<file path="config.mk">
export PLATFORM = sky130hd
export DESIGN_NAME = sact_ctrl
export DESIGN_NICKNAME = d
export VERILOG_FILES = /design/src/rtl/core/sact_pkg.sv /design/src/rtl/core/sact_ctrl.sv
export SDC_FILE = /design/constraint.sdc
export NUM_CORES = 1
export LEC_CHECK = 0
export ABC_CLOCK_PERIOD_IN_PS = 1200
export BUFFER_PORTS_ARGS = -buffer_cell sky130_fd_sc_hd__buf_2
export CAP_MARGIN = 30
export CORE_AREA = 2 2 39 41
export CTS_BUF_LIST = sky130_fd_sc_hd__clkbuf_8 sky130_fd_sc_hd__clkbuf_16
export CTS_CLUSTER_DIAMETER = 120
export CTS_CLUSTER_SIZE = 16
export DETAILED_ROUTE_END_ITERATION = 6
export DIE_AREA = 0 0 41 43
export PLACE_DENSITY_LB_ADDON = 0.2
export SYNTH_ARGS = -nofsm -noshare
export SYNTH_HDL_FRONTEND = slang
export SYNTH_SLANG_ARGS = --single-unit
</file>
<file path="constraint.sdc">
create_clock -name clk -period 1.2 [get_ports clk]
set_input_delay 0.24 -clock clk [delete_from_list [all_inputs] [get_ports clk]]
set_output_delay 0.24 -clock clk [all_outputs]
set_load 0.05 [all_outputs]
</file>
<file path="src/rtl/core/sact_pkg.sv">
`timescale 1ns / 1ps

package sact_pkg;

  // Field widths of the request and response beats
  localparam int ADDR_W = 32;
  localparam int CNT_W  = 32;
  localparam logic [CNT_W-1:0] CNT_MAX = {CNT_W{1'b1}};

  // Victim order selected by the configuration register
  typedef enum logic {
    MODE_LRU  = 1'b0,
    MODE_FIFO = 1'b1
  } repl_mode_t;

  // Controller states
  typedef enum logic [1:0] {
    ST_CLEAR,
    ST_IDLE,
    ST_LOOKUP
  } ctl_state_t;

  // Commands from the controller to the datapath
  typedef struct packed {
    logic clear_wr;  // write one zero row of the clearing pass
    logic accept;    // take the request beat and read its set
    logic update;    // resolve the lookup, write the set back, load the result
  } ctl_cmd_t;

  // Status from the datapath to the controller
  typedef struct packed {
    logic clear_last;  // clearing pass is at its last row
    logic out_busy;    // result register holds a beat that is not taken this cycle
  } dp_sts_t;

endpackage

</file>
<file path="src/rtl/core/sact_ctrl.sv">
`timescale 1ns / 1ps

module sact_ctrl import sact_pkg::*; (
  input  logic      clk,
  input  logic      rst_n,
  input  logic      in_valid,
  output logic      in_ready,
  input  dp_sts_t   sts,
  output ctl_cmd_t  cmd
);

  ctl_state_t state_r;
  ctl_state_t state_nxt;

  // Next state
  always_comb begin
    state_nxt = state_r;
    case (state_r)
      ST_CLEAR: begin
        if (sts.clear_last) state_nxt = ST_IDLE;
      end
      ST_IDLE: begin
        if (in_valid) state_nxt = ST_LOOKUP;
      end
      ST_LOOKUP: begin
        if (!sts.out_busy) state_nxt = ST_IDLE;
      end
      default: state_nxt = ST_CLEAR;
    endcase
  end

  // Outputs
  always_comb begin
    cmd      = '0;
    in_ready = 1'b0;
    case (state_r)
      ST_CLEAR: begin
        cmd.clear_wr = 1'b1;
      end
      ST_IDLE: begin
        in_ready   = 1'b1;
        cmd.accept = in_valid;
      end
      ST_LOOKUP: begin
        cmd.update = !sts.out_busy;
      end
      default: begin
        cmd      = '0;
        in_ready = 1'b0;
      end
    endcase
  end

  always_ff @(posedge clk) begin
    if (!rst_n) begin
      state_r <= ST_CLEAR;
    end else begin
      state_r <= state_nxt;
    end
  end

endmodule

</file>
# Yosys cells after proc, flatten, opt, wreduce, memory -nomap -nowiden

Index checks and enable logic that the tools add are counted.
W data, S select, Z words.

Register bits: 2
Latch bits: 0
RAM bits: 0
ROM bits: 0
Bits of input ports: 5
Output and inout bits: 4
Logic and storage cells: 17
Memories kept: 0

$add $sub $neg: 0
$mul: 0
Divide/modulo/power cells: 0
$lt $le $gt $ge: 0
Eq/ne operators: 5
Shift operators: 0
Mux-type cells: 8
Bitwise logic cells: 0
Reductions and logical operators: 3

Operator list:

| cell                 | count |
|---|---|
| $mux W2              | 3 |
| $ne A2 B2 Y1 const B | 3 |
| $pmux W2 S3          | 1 |
| $mux W1              | 4 |
| $reduce_and A3 Y1    | 1 |
| $eq A2 B1 Y1 const B | 1 |
| $eq A2 B2 Y1 const B | 1 |
| $logic_not A2 Y1     | 1 |
| $logic_not A1 Y1     | 1 |

# Depth between registers and ports, before layout

Depth in word-level cells: 3
Mapped depth: 2
Gate-level depth less buffers: 2

# Worst setup path after synthesis

Ideal clock, no wire load.

Path kind: flip-flop to output port
From: reg state_r[1]
To: out cmd[0] (netlist name)
Data arrival time: 1.555 ns
Data required time: 0.960 ns
Path slack: -0.595 ns
Cell stages (with the launch flop): 2
Path buffers: 0
Path through: dfxtp_1 nor3b_1

RTL lines:

| what                     | line            | text |
|---|---|---|
| start: declaration       | sact_ctrl.sv:12 | `ctl_state_t state_r;` |
| start signal: assignment | sact_ctrl.sv:58 | `state_r <= state_nxt;` |
| end: declaration         | sact_ctrl.sv:9  | `output ctl_cmd_t cmd` |

==> results.tsv <==
stage	metric	value	unit
place	Port-buffer cells	8	
logic_synthesis	Synth top area share	31.37	%
clocking	CTS clk-pin slew, worst paths	0.03	ns
critical_path	reg2reg start	state_r[0]$_SDFFE_PN0P_	
routing	Routed WL	332	um
logic_synthesis	Post-Syn Nets	18	
finish	Top Registers	state_r: 2 flops	
power	Max VDD drop	346.4	uV
floorplanning	Top Ports	9	
floorplanning	Die ar.	1763	sq um
logic_synthesis	synth warn	0	
flow_run	total of max-cap violations	0	
logic_synthesis	cell taking the most area after synthesis	dfxtp_1	
sta	setup ws final	0.0005060	ns
critical_path	crit path from	state_r[1]$_SDFFE_PN0P_	
critical_path	kind of critical path	reg -> out	
logic_synthesis	post-synth cell types	11	
routing	DR WL/cell	7.721	um
clocking	H-tree levels	1	
grt	grt total ovfl	0	
place	GP Congestion	0.5515	
hold_path	Hold Crit Class	in -> reg	
finish	area added between synthesis and finish	132.4	%
critical_path	slowest cell delay on critical path	0.34	ns
floorplanning	FP Rows	14	
grt	initial antenna violation count	0	
clocking	CTS tree	built	
sta	endpoints failing hold	0	
logic_synthesis	Seq/Total Area, Yosys	31.37	%
routing	DRT antenna net count	0	
logic_synthesis	Post-Synth XOR/XNOR Area	0	%
clocking	Max Buffers Root-to-Sink	2	
critical_path	Critical Path End Type	primary output	
sta	Setup Viol. Count Final	0	
sta	Worst-Margin Slew	0.2277	ns
finish	max reg flops	2	
routing	vias	148	
routing	Remaining DRCs	0	
critical_path	cell family with most CP delay	flip-flops	
logic_synthesis	multiplexer area fraction after synthesis	0	%
run_status	status	finished, final reports clean	
power	PD cells	1537	nW/um^2
sta	Max Clk Rate	0.8337	GHz
grt	largest net degree at the start of global routing	7	
critical_path	CP max stage cell	dfxtp_4	
critical_path	R2R cell count	3	
critical_path	WP data required	0.96	ns
power	Static Leak	0.1393	nW
floorplanning	core area	1384	sq um
power	Logic pwr share	24.5	%
sta	setup TNS	0	ns
finish	sequential cell area	47.55	sq um
logic_synthesis	ranking of synthesized cells by area	dfxtp_1 (31%), o41ai_2 (13%), nand4bb_1 (8.8%)	
critical_path	Worst R2R End	state_r[1]$_SDFFE_PN0P_	
sta	clk_skew	0.0002798	ns
power	Switching Share	26.90	%
finish	filler cell count	156	
logic_synthesis	Mapped Area	127.6	sq um
logic_synthesis	Synth Area in Simple Gates	47.06	%
power	Clock power frac	57.4	%
place	worst slack, placed	0.01521	ns
clocking	root buffer cell	clkbuf_8	
logic_synthesis	main combinational cell family by area after synthesis	simple AND/OR/NAND/NOR gates	
critical_path	critical-path cell list	and3b_2, buf_8	
routing	DR vias/cell	3.442	
power	NetSw	0.0001226	W
logic_synthesis	post-synthesis cell count	13	
critical_path	reg2reg setup slack	0.20	ns
power	internal power	0.0003331	W
floorplanning	Die W	41	um
place	hpwl dp	254.6	um
logic_synthesis	Synth Area in Adders	0	%
floorplanning	Starting Density	9.222	%
critical_path	crit path buf inv count	1	
finish	# diodes	0	
routing	TritonRoute pass-1 iters	2	
power	Tot Pwr	0.0004557	W
sta	period utilization	99.96	%
clocking	Clk Latency, worst-skew pair	0.21	ns
finish	fraction of layout cells with a size suffix above 1	81.48	%
hold_path	hold endpoint	state_r[1]$_SDFFE_PN0P_	
sta	relative slew slack	84.65	%
finish	multi-input logic area	98.84	sq um
finish	Reg with most FFs	state_r	
hold_path	hold_sp	rst_n	
floorplanning	die height	43	um
critical_path	Setup crit start kind	flip-flop	
logic_synthesis	#FFs+latches synth	2	
finish	Nets	34	
clocking	total CTS buffers	3	
sta	fin crit period	1.199	ns
critical_path	Worst Path Max Fanout	5	
sta	unrepaired setup endpoints after global routing	yes	
routing	Iter 0 DRT Violations	3	
grt	vias in the first global route	168	
logic_synthesis	Syn Area/Cell	9.817	sq um
power	sequential share of power	18.1	%
finish	final core utilization	21.43	%
clocking	Post-CTS Hold Fix Bufs	0	
sta	Final Slew Violations	0	
critical_path	WP data arrival	0.96	ns
critical_path	Stages on worst setup path	2	
logic_synthesis	compound-cell area share of the yosys netlist	18.63	%
clocking	CTS Sinks	2	
grt	Tot GR Track Use	6.106	%
grt	first-pass GRT wire length	600	um
hold_path	WHS Path Cells	2	
kinds of logic after synthesis:
group	Yosys count
buffers and inverters	1
flip-flops	2
AO/OA/AOI/OAI	2
AND/OR/NAND/NOR	8
per-layer routing:
| metal | GRT usage [%] | vias up | routed length [um] |
|---|---|---|---|
| li1 | - | 76 | - |
| met1 | 3.503 | 69 | 110 |
| met2 | 8.125 | 3 | 208 |
| met3 | 4.712 | 0 | 14 |
| met4 | 10.00 | 0 | 0 |
| met5 | 0 | - | 0 |
synthesized netlist by cell type:
master	instances
dfxtp_1	2
nor2_1	2
and2_1	1
and2b_2	1
and3b_1	1
and3b_2	1
inv_1	1
nand4bb_1	1
nor3b_1	1
o21a_1	1
o41ai_2	1
through the flow:
step | hold WS, ns | area [sq um] | std cells
floorplan | 0.3575 | 141.4 | 13
global placement | 0.4910 | 209.0 | 38
detailed placement | 0.4911 | 209.0 | 38
CTS | 0.2737 | 281.5 | 42
global route | 0.2890 | 296.5 | 43
finish | 0.2801 | 296.5 | 43
worst max path at each step:
stage	endpoint	slack, ns
final	cmd[1]	0.0005
after global routing	cmd[1]	-0.02
after CTS	cmd[1]	-0.01
after detailed placement	cmd[1]	0.02
after global placement	cmd[1]	0.04
after floorplan	state_r[1]$_SDFFE_PN0P_	-0.006
cell usage in the layout (no fill, tap or decap):
master     count
and2b_2        1
dfxtp_4        2
nor2_2         1
and3b_2        2
and2_1         1
o41ai_2        1
buf_8          1
nand4bb_1      1
buf_6          2
buf_4          3
o21a_1         1
nor2_1         1
buf_2          5
nor3b_4        1
inv_1          1
clkbuf_8       3
power groups by stage:
stage	sequential [W]	combinational [W]	clock, W
2_1_floorplan	0.0000830	0.0000658	0
3_3_place_gp	0.0000840	0.0000928	0
3_5_place_dp	0.0000845	0.0000938	0
4_1_cts	0.0000824	0.000106	0.000271
5_1_grt	0.0000834	0.000119	0.000277
6_report	0.0000823	0.000112	0.000262
layout make-up:
type,count,area share (%)
multi-input cells,10,33.33
inverters,1,1.266
repair buffers,11,28.69
well taps,16,6.751
flip-flops and latches,2,16.03
clock buffers,3,13.92
timing repair:
item	4_1_cts	5_1_grt
setup endpoints to repair	4	3
setup buffers	1	1
gates resized for setup	10	2
gates cloned	0	0
Note: power is estimated with default switching activity, not from simulation.
